==> src/design/xor_frame_receiver_unit_assert.svh <==
// Assertion macros used by the frame receiver top level.
`ifndef XOR_FRAME_RECEIVER_UNIT_ASSERT_SVH
`define XOR_FRAME_RECEIVER_UNIT_ASSERT_SVH

// lbl: whenever ante holds, cons holds in the same cycle
`define XFR_ASSERT_IMPLY(lbl, clk, rst, ante, cons) \
   lbl: assert property (@(posedge clk) disable iff (rst) (ante) |-> (cons)) \
      else $error("frame receiver check failed");

// lbl: whenever ante holds, cons holds in the next cycle
`define XFR_ASSERT_NEXT(lbl, clk, rst, ante, cons) \
   lbl: assert property (@(posedge clk) disable iff (rst) (ante) |=> (cons)) \
      else $error("frame receiver check failed");

`endif

==> src/design/xfr_pkg.sv <==
// Types and constants of the sync/type/length frame receiver.
package xfr_pkg;

   typedef enum logic [2:0] {
      PH_HUNT = 3'd0,
      PH_TYPE = 3'd1,
      PH_LENL = 3'd2,
      PH_LENH = 3'd3,
      PH_DATA = 3'd4,
      PH_CSUM = 3'd5
   } xfr_phase_type;

   localparam logic [7:0]  CSR_SYNC_VALUE  = 8'd0;
   localparam logic [7:0]  CSR_MAX_LEN     = 8'd1;
   localparam logic [7:0]  SYNC_VALUE_RST  = 8'hAA;
   localparam logic [15:0] MAX_LEN_RST     = 16'd1100;

   typedef struct packed {
      logic [7:0]  sync_value;
      logic [15:0] max_len;
   } xfr_cfg_type;

   typedef struct packed {
      logic        emit;
      logic        is_end;
      logic [7:0]  data;
      logic [15:0] byte_index;
      logic [7:0]  frame_type;
      logic [15:0] frame_len;
      logic        checksum_ok;
   } xfr_result_type;

endpackage

==> src/design/xfr_parse.sv <==
// Frame parser state and per-byte result logic.
module xfr_parse (
   input  logic                    clock,
   input  logic                    reset,
   input  logic                    step,
   input  logic [7:0]              in_byte,
   input  xfr_pkg::xfr_cfg_type    cfg,
   output xfr_pkg::xfr_result_type result
);

   xfr_pkg::xfr_phase_type phase_ff, phase_in;
   logic [7:0]  type_ff, type_in;
   logic [15:0] len_ff, len_in;
   logic [15:0] count_ff, count_in;
   logic [7:0]  xor_ff, xor_in;
   logic [15:0] len_full;
   logic [15:0] count_next;

   assign len_full   = {in_byte, len_ff[7:0]};
   assign count_next = count_ff + 16'd1;

   always_comb begin
      phase_in = phase_ff;
      type_in  = type_ff;
      len_in   = len_ff;
      count_in = count_ff;
      xor_in   = xor_ff;
      result            = '0;
      result.frame_type = type_ff;
      result.frame_len  = len_ff;
      unique case (phase_ff)
         xfr_pkg::PH_TYPE: begin
            type_in  = in_byte;
            xor_in   = xor_ff ^ in_byte;
            phase_in = xfr_pkg::PH_LENL;
         end
         xfr_pkg::PH_LENL: begin
            len_in   = {8'd0, in_byte};
            xor_in   = xor_ff ^ in_byte;
            phase_in = xfr_pkg::PH_LENH;
         end
         xfr_pkg::PH_LENH: begin
            len_in   = len_full;
            xor_in   = xor_ff ^ in_byte;
            count_in = 16'd0;
            if (len_full > cfg.max_len) begin
               phase_in = xfr_pkg::PH_HUNT;
            end else if (len_full == 16'd0) begin
               phase_in = xfr_pkg::PH_CSUM;
            end else begin
               phase_in = xfr_pkg::PH_DATA;
            end
         end
         xfr_pkg::PH_DATA: begin
            result.emit       = 1'b1;
            result.data       = in_byte;
            result.byte_index = count_ff;
            xor_in   = xor_ff ^ in_byte;
            count_in = count_next;
            if (count_next >= len_ff) begin
               phase_in = xfr_pkg::PH_CSUM;
            end
         end
         xfr_pkg::PH_CSUM: begin
            result.emit        = 1'b1;
            result.is_end      = 1'b1;
            result.checksum_ok = (xor_ff == in_byte);
            phase_in = xfr_pkg::PH_HUNT;
         end
         default: begin
            if (in_byte == cfg.sync_value) begin
               phase_in = xfr_pkg::PH_TYPE;
               xor_in   = 8'd0;
            end else begin
               phase_in = xfr_pkg::PH_HUNT;
            end
         end
      endcase
   end

   always_ff @(posedge clock) begin
      if (reset) begin
         phase_ff <= xfr_pkg::PH_HUNT;
         type_ff  <= '0;
         len_ff   <= '0;
         count_ff <= '0;
         xor_ff   <= '0;
      end else if (step) begin
         phase_ff <= phase_in;
         type_ff  <= type_in;
         len_ff   <= len_in;
         count_ff <= count_in;
         xor_ff   <= xor_in;
      end
   end

endmodule

==> src/design/xor_frame_receiver_unit.sv <==
// Top level of the sync/type/length/XOR-checksum frame receiver.
//
// Usage:
//  - req channel: one received link byte per request (req_in_byte).
//  - rsp channel: one result per payload byte (rsp_is_end = 0) and one
//    end-of-frame result per checksum byte (rsp_is_end = 1, rsp_checksum_ok).
//    Sync, type and length bytes, and frames whose length exceeds max_len,
//    give no result. Commit a payload only on an end result with a good check.
//  - csr channel: index 0 sync_value, index 1 max_len; always ready, other
//    indexes ignored. Write only while no request is in flight.
//  - Datapath: a request is registered in the input register, parsed
//    combinationally, and its result is registered in the result register.
//  - Throughput: one request per cycle while no result stalls, set by the single
//    parse stage between the input register and the result register.
//  - Stall: while rsp_ready is low a pending result holds; one more request
//    is taken into the input register, then req_ready drops.
//  - Reset: parser returns to hunting for sync, registers take their reset
//    values (0xAA, 1100), both stages empty.
module xor_frame_receiver_unit (
   input  logic        clock,
   input  logic        reset,
   input  logic        req_valid,
   output logic        req_ready,
   input  logic [7:0]  req_in_byte,
   output logic        rsp_valid,
   input  logic        rsp_ready,
   output logic        rsp_is_end,
   output logic [7:0]  rsp_data,
   output logic [15:0] rsp_byte_index,
   output logic [7:0]  rsp_frame_type,
   output logic [15:0] rsp_frame_len,
   output logic        rsp_checksum_ok,
   input  logic        csr_valid,
   output logic        csr_ready,
   input  logic [7:0]  csr_index,
   input  logic [15:0] csr_data
);

`include "xor_frame_receiver_unit_assert.svh"

   xfr_pkg::xfr_cfg_type    cfg_ff;
   xfr_pkg::xfr_result_type result;
   xfr_pkg::xfr_result_type out_ff;
   logic       in_valid_ff, in_valid_in;
   logic [7:0] in_byte_ff;
   logic       out_valid_ff, out_valid_in;
   logic       step;

   assign step         = in_valid_ff && (!out_valid_ff || rsp_ready);
   assign req_ready    = !in_valid_ff || step;
   assign in_valid_in  = req_valid ? 1'b1 : (in_valid_ff && !step);
   assign out_valid_in = step ? result.emit : (out_valid_ff && !rsp_ready);
   assign csr_ready    = 1'b1;

   xfr_parse u_parse (
      .clock   (clock),
      .reset   (reset),
      .step    (step),
      .in_byte (in_byte_ff),
      .cfg     (cfg_ff),
      .result  (result)
   );

   always_ff @(posedge clock) begin
      if (reset) begin
         in_valid_ff       <= 1'b0;
         out_valid_ff      <= 1'b0;
         cfg_ff.sync_value <= xfr_pkg::SYNC_VALUE_RST;
         cfg_ff.max_len    <= xfr_pkg::MAX_LEN_RST;
      end else begin
         if (req_ready) begin
            in_valid_ff <= in_valid_in;
         end else begin
            in_valid_ff <= in_valid_ff;
         end
         out_valid_ff <= out_valid_in;
         if (csr_valid && csr_index == xfr_pkg::CSR_SYNC_VALUE) begin
            cfg_ff.sync_value <= csr_data[7:0];
         end
         if (csr_valid && csr_index == xfr_pkg::CSR_MAX_LEN) begin
            cfg_ff.max_len <= csr_data;
         end
      end
   end

   always_ff @(posedge clock) begin
      if (req_valid && req_ready) begin
         in_byte_ff <= req_in_byte;
      end
      if (step && result.emit) begin
         out_ff <= result;
      end
   end

   assign rsp_valid       = out_valid_ff;
   assign rsp_is_end      = out_ff.is_end;
   assign rsp_data        = out_ff.data;
   assign rsp_byte_index  = out_ff.byte_index;
   assign rsp_frame_type  = out_ff.frame_type;
   assign rsp_frame_len   = out_ff.frame_len;
   assign rsp_checksum_ok = out_ff.checksum_ok;

   `XFR_ASSERT_IMPLY(a_end_fields_zero, clock, reset, rsp_valid && rsp_is_end,
      rsp_data == 8'd0 && rsp_byte_index == 16'd0)
   `XFR_ASSERT_IMPLY(a_payload_no_check, clock, reset, rsp_valid && !rsp_is_end,
      !rsp_checksum_ok && rsp_byte_index < rsp_frame_len)
   `XFR_ASSERT_IMPLY(a_no_step_on_stall, clock, reset, out_valid_ff && !rsp_ready,
      !step)
   `XFR_ASSERT_NEXT(a_stall_holds_request, clock, reset,
      in_valid_ff && out_valid_ff && !rsp_ready, in_valid_ff && $stable(in_byte_ff))

endmodule
==> config.mk <==
export PLATFORM = sky130hd
export DESIGN_NAME = xor_frame_receiver_unit
export DESIGN_NICKNAME = d
export VERILOG_FILES = /design/src/design/xfr_pkg.sv /design/src/design/xfr_parse.sv /design/src/design/xor_frame_receiver_unit.sv
export VERILOG_INCLUDE_DIRS = /design/src /design/src/design
export SDC_FILE = /design/constraint.sdc
export NUM_CORES = 1
export LEC_CHECK = 0
export BUFFER_PORTS_ARGS = -buffer_cell sky130_fd_sc_hd__clkbuf_2
export CORE_MARGIN = 3
export CORE_UTILIZATION = 54
export CTS_CLUSTER_DIAMETER = 30
export CTS_CLUSTER_SIZE = 25
export DETAILED_ROUTE_END_ITERATION = 8
export PLACE_DENSITY = 0.76
export SYNTH_ARGS = -nofsm -noshare
export SYNTH_HDL_FRONTEND = slang
export SYNTH_HIERARCHICAL = 1
export SYNTH_SLANG_ARGS = --single-unit
==> constraint.sdc <==
create_clock -name clock -period 8.9 [get_ports clock]
set_input_delay 2.67 -clock clock [delete_from_list [all_inputs] [get_ports clock]]
set_output_delay 2.67 -clock clock [all_outputs]
set_load 0.02 [all_outputs]
Yosys cells after proc, flatten, opt, wreduce, memory -nomap -nowiden
Cells that the tools add are included.
{"block": "word_totals", "ff_bits": 135, "word_cells": 71, "inputBits": 37}
{"block": "classes", "eq_ne": 9, "n_addsub": 1, "bitwise": 3, "n_mux": 13, "order_cmp": 2, "reduce_logical": 26}
{"op": "one-hot mux 16 bit (2 select lines)", "n": 2}
{"op": "adder 16 x 1 -> 16 bit (second input constant)", "n": 1}
{"op": "== test 8 bit", "n": 2}
{"op": ">= comparator 16 bit", "n": 1}
{"op": "> comparator 16 bit", "n": 1}
{"op": "logical NOT 16 bit", "n": 1}
{"op": "one-hot mux 8 bit (2 select lines)", "n": 1}
{"op": "one-hot mux 3 bit (5 select lines)", "n": 1}
{"op": "== test 8 x 1 -> 1 bit (second input constant)", "n": 1}
{"op": "logical NOT 8 bit", "n": 1}
{"op": "two-way mux 8 bit", "n": 1}
{"op": "AND reduction 2 bit", "n": 4}
{"op": "bitwise XOR 8 bit", "n": 1}
{"op": "logical AND 1 bit", "n": 7}
{"op": "== test 3 x 2 -> 1 bit (second input constant)", "n": 2}
{"op": "== test 3 bit (second input constant)", "n": 2}
{"op": "two-way mux 1 bit", "n": 6}
{"op": "two-way mux 3 bit", "n": 2}
{"op": "AND reduction 3 bit", "n": 2}
{"op": "nonzero test 2 bit", "n": 3}
{"op": "logical NOT 1 bit", "n": 4}
{"op": "OR reduction 4 bit", "n": 1}
{"op": "== test 3 x 1 -> 1 bit (second input constant)", "n": 1}
{"op": "logical OR 1 bit", "n": 2}
{"op": "3 further kinds", "n": 4}

Logic depth before layout (Yosys ltp)
{"block": "depth", "depth_word": 6, "mapped_depth": 11}

Modules after synthesis
The synthesis kept the hierarchy.
{"mod": "xfr_parse", "cells_per_inst": 490, "instances": 1, "area_each_um2": 3666.0, "seq_area_each_um2": 1021.0}
{"mod": "xor_frame_receiver_unit", "cells_per_inst": 184, "instances": 1, "area_each_um2": 2879.0, "seq_area_each_um2": 2262.2}

Worst setup path after synthesis
OpenSTA, ideal clock, no wires.
{"block": "synth_timing", "path_kind": "in2out", "from": "in rsp_ready", "to": "out req_ready", "slack_ns": 3.283, "arrival_time_ns": 2.947, "n_path_buf": 0, "stages": 1, "required_time_ns": 6.230, "cell_sequence": "nand3b_1"}
{"block": "synth_via", "elab_chain_cells": 3}
{"element": "start, declared", "line_no": "xor_frame_receiver_unit.sv:26", "source": "input logic rsp_ready,"}
{"element": "logical OR 1 bit", "line_no": "xor_frame_receiver_unit.sv:49", "source": "assign step = in_valid_ff && (!out_valid_ff || rsp_ready);"}
{"element": "logical AND 1 bit", "line_no": "xor_frame_receiver_unit.sv:49"}
{"element": "logical OR 1 bit", "line_no": "xor_frame_receiver_unit.sv:50", "source": "assign req_ready = !in_valid_ff || step;"}
{"element": "end, declared", "line_no": "xor_frame_receiver_unit.sv:23", "source": "output logic req_ready,"}
No other way between the ends.

Final worst setup path
Ends and elaborated chain as after synthesis.

==> flow_summary.ini <==
[global_route]
overflow = 0
grt_pass1_vias = 4955
grtUsageTotal_pct = 23.1
grt_max_degree = 87
antenna_found_initial = 0
grt_pass1_wl_um = 24500

[worst_setup_path]
required_ns = 6.23
crit_top_cell = clkbuf_2
critPathTopFamily = buffers and inverters
crit_slowest_cell = nand3b_1
cpPeakStageDelay_ns = 0.18
cp-start-kind = input pin
cp_max_fo = 3
endpoint_kind = primary output
cp_num_buf_inv = 2
r2r_setup_slack_ns = 5.35
cp_cell_sequence = clkbuf_2, nand3b_1, clkbuf_2
critPathKind = in -> out
cp.arrival_ns = 3.10

[yosys]
yosysTopAreaCellShare_pct = 26.6
netlist_instances = 674
syn_area_sq_mm = 0.00655
synth-edff-count = 58
ys.flop_type = dfxtp_1
avgSynthCellArea_sq_um = 9.71
async_flop_share_pct = 0
ys_warn_count = 6
yosysSeqAreaShare_pct = 50.2
syn-num-nets = 744
ys_seq_elements = 135
netlist_top_cells_area = edfxtp_1 (27%), dfxtp_1 (24%), ha_1 (6.3%)
synthDistinctLibCells = 55
synth_area_leader_cell = edfxtp_1

[sta]
fmax_mhz = 173
drv_slew = 0
timing.setup.tns_ns = 0
final_hold_viol_count = 0
finalCriticalPeriod_ns = 5.77
worst_pin_slew_ns = 1.29
period_share_pct = 64.9
setup_viol = 0
finClkSkew_ns = 0.00630
slew_headroom_pct = 13.9
rsz0062_at_grt = no
finalWorstSetupSlack_ns = 3.13

[routing]
routedWlPerCell_um = 16.5
drc = 0
firstDrtPassIters = 5
viasPerCell = 5.85
final_antenna_net_count = 0
wirelength_um = 14700
num_vias = 5221
drt_iter0_drc = 398

[placed_design]
routabilityCongestion = 0.838
post-place-ws_ns = 3.13
portBuffers = 88
hpwl_um = 9780

[clock_network]
clk_pin_slew_ns = 0.06
cts_buffers = 17
clock_latency_ns = 0.41
cts.sinks = 135
post-cts-setup-buffer-count = 0
clock_path_buffers = 2
cts_resized = 0
cts_tree = done
cts_hold_buffers = 0
clockRootBuffer = clkbuf_16
ctsHtreeMaxLevel = 4

[final_layout]
fin_util_pct = 65.2
area_delta_synth_final_pct = 15.7
layout.nets = 806
diodes = 0
drive_gt1_share_pct = 17.5

[pwr]
switching_share_pct = 22.0
leakagePower_uw = 0.00291
ir_worst_vdd_mv = 0.112
p_int_uw = 1120
p_seq_share_pct = 46.9
p_sw_uw = 314
power.density_mw_per_mm2 = 189
pwr-share-clk_pct = 47.6
p_comb_share_pct = 5.4

[die]
initial_core_util_pct = 56.4
ioPinCount = 90
die-area_sq_mm = 0.0135
die_w_um = 116
core_area_sq_mm = 0.0116
die_h_um = 116
num_rows = 39

[status]
status = finished clean

[job]
drv_cap = 0

[hold_path]
hp-class = reg -> reg
## worst register-to-register path: stages (launching register included)
cell and delay, ns:
dfxtp_1 0.45, ha_1 0.28, and3_1 0.27, nand3_1 0.25
o31a_1 0.39, or2_2 0.31, ha_1 0.29, and3_1 0.20
a22o_1 0.24, o31ai_1 0.42, o211ai_1 0.17, o311a_1 0.16
## path summary, 6_finish.rpt
kind              cells past startpoint                  end                start
hold reg to reg                       0    rsp_frame_type[7]   u_parse/type_ff[7]
setup reg to reg                     11  u_parse/phase_ff[2]  u_parse/count_ff[0]
setup / recovery                      3            req_ready            rsp_ready
hold / removal                        0    rsp_frame_type[7]   u_parse/type_ff[7]
## kinds of logic (layout without fill, tap and decap cells)
group                    Yosys count  in the layout  share of synthesized area [%]
AND/OR/NAND/NOR                  229            229                           19.1
multiplexers                      12             12                           1.84
XOR/XNOR                          26             26                           3.48
other                              1              1                         0.0573
adder cells (fa/ha/maj)           33             33                           6.31
AO/OA/AOI/OAI                    152            152                           13.8
buffers and inverters             86            161                           5.24
flip-flops                       135            135                           50.2
## metrics by stage
step | cells | total power (uW) | area, sq um | hold slack [ns]
after global placement | 860 | 758 | 7000 | 0.418
after floorplan | 674 | 733 | 6550 | 0.408
after CTS | 892 | 1440 | 7570 | 0.428
final | 892 | 1430 | 7570 | 0.431
after detailed placement | 860 | 761 | 7000 | 0.415
after global routing | 892 | 1480 | 7570 | 0.439
## flip-flops by register name, summed over array words and instances (netlist names), 3 cells and up
register and flops:
u_parse/phase_ff 3, u_parse/type_ff 8, rsp_data 8, u_parse/xor_ff 8
rsp_frame_type 8, cfg_ff 24, rsp_byte_index 16, rsp_frame_len 16
u_parse/len_ff 16, u_parse/count_ff 16, in_byte_ff 8
## cell type report
cell class              count  area, sq um
well taps                 143          179
flip-flops and latches    135         3280
clock buffers              20          437
repair buffers             91          463
inverters                  38          143
multi-input cells         453         2930
fillers                   922         4040
clock inverters            12          134
## layer usage
| metal | wire (um) | vias up | track usage [%] |
|---|---|---|---|
| met5 | 0 | - | 0 |
| met4 | 276 | 0 | 9.36 |
| met3 | 1000 | 24 | 4.97 |
| met2 | 6810 | 213 | 35.7 |
| met1 | 6590 | 2449 | 31.7 |
| li1 | - | 2535 | - |
## power groups by stage
stage	combinational (uW)	sequential [uW]	clock [uW]
CTS	77.7	671	691
detailed placement	77.4	684	0
global placement	74.3	683	0
finish	77.7	672	682
floorplan	56.4	677	0
global route	87.1	673	715
## cells in the mapped netlist (3+ instances only)
cell,n
dfxtp_1,77
a21oi_1,73
edfxtp_1,58
nand2_1,48
nor2_1,41
inv_1,38
clkbuf_1,36
ha_1,33
and2_1,26
nand3_1,25
o21ai_0,23
o31ai_1,23
xor2_1,18
nand4_1,17
mux2i_1,12
nand3b_1,12
nor4_1,12
buf_2,9
nand2b_1,8
xnor2_1,8
and3_1,7
o211ai_1,6
a21o_1,5
a31oi_1,5
nor2b_1,4
or2_2,4
or3_1,4
and4_1,3
nor3_1,3
o31a_1,3
## placed cells by master (no fill, tap or decap), types with 3 or more instances in the layout
cell type  instances
o211ai_1           6
nand4_1           17
and2_1            26
mux2i_1           12
nand2b_1           8
clkinv_2           5
nor2b_1            4
o31a_1             3
a21o_1             5
xnor2_1            8
clkinv_1           3
and4_1             3
nand3b_1          12
nand2_1           48
inv_1             38
o21ai_0           23
and3_1             6
ha_1              33
nor2_1            41
clkbuf_2          88
buf_4              3
dfxtp_1           77
nor4_1            11
or3_1              4
nor3_1             3
xor2_1            18
edfxtp_1          58
a31oi_1            5
a21oi_1           73
clkbuf_16         17
nand3_1           25
or2_2              4
bufinv_16          3
clkbuf_1           3
o31ai_1           23
Power figures use the tool's default switching activity.
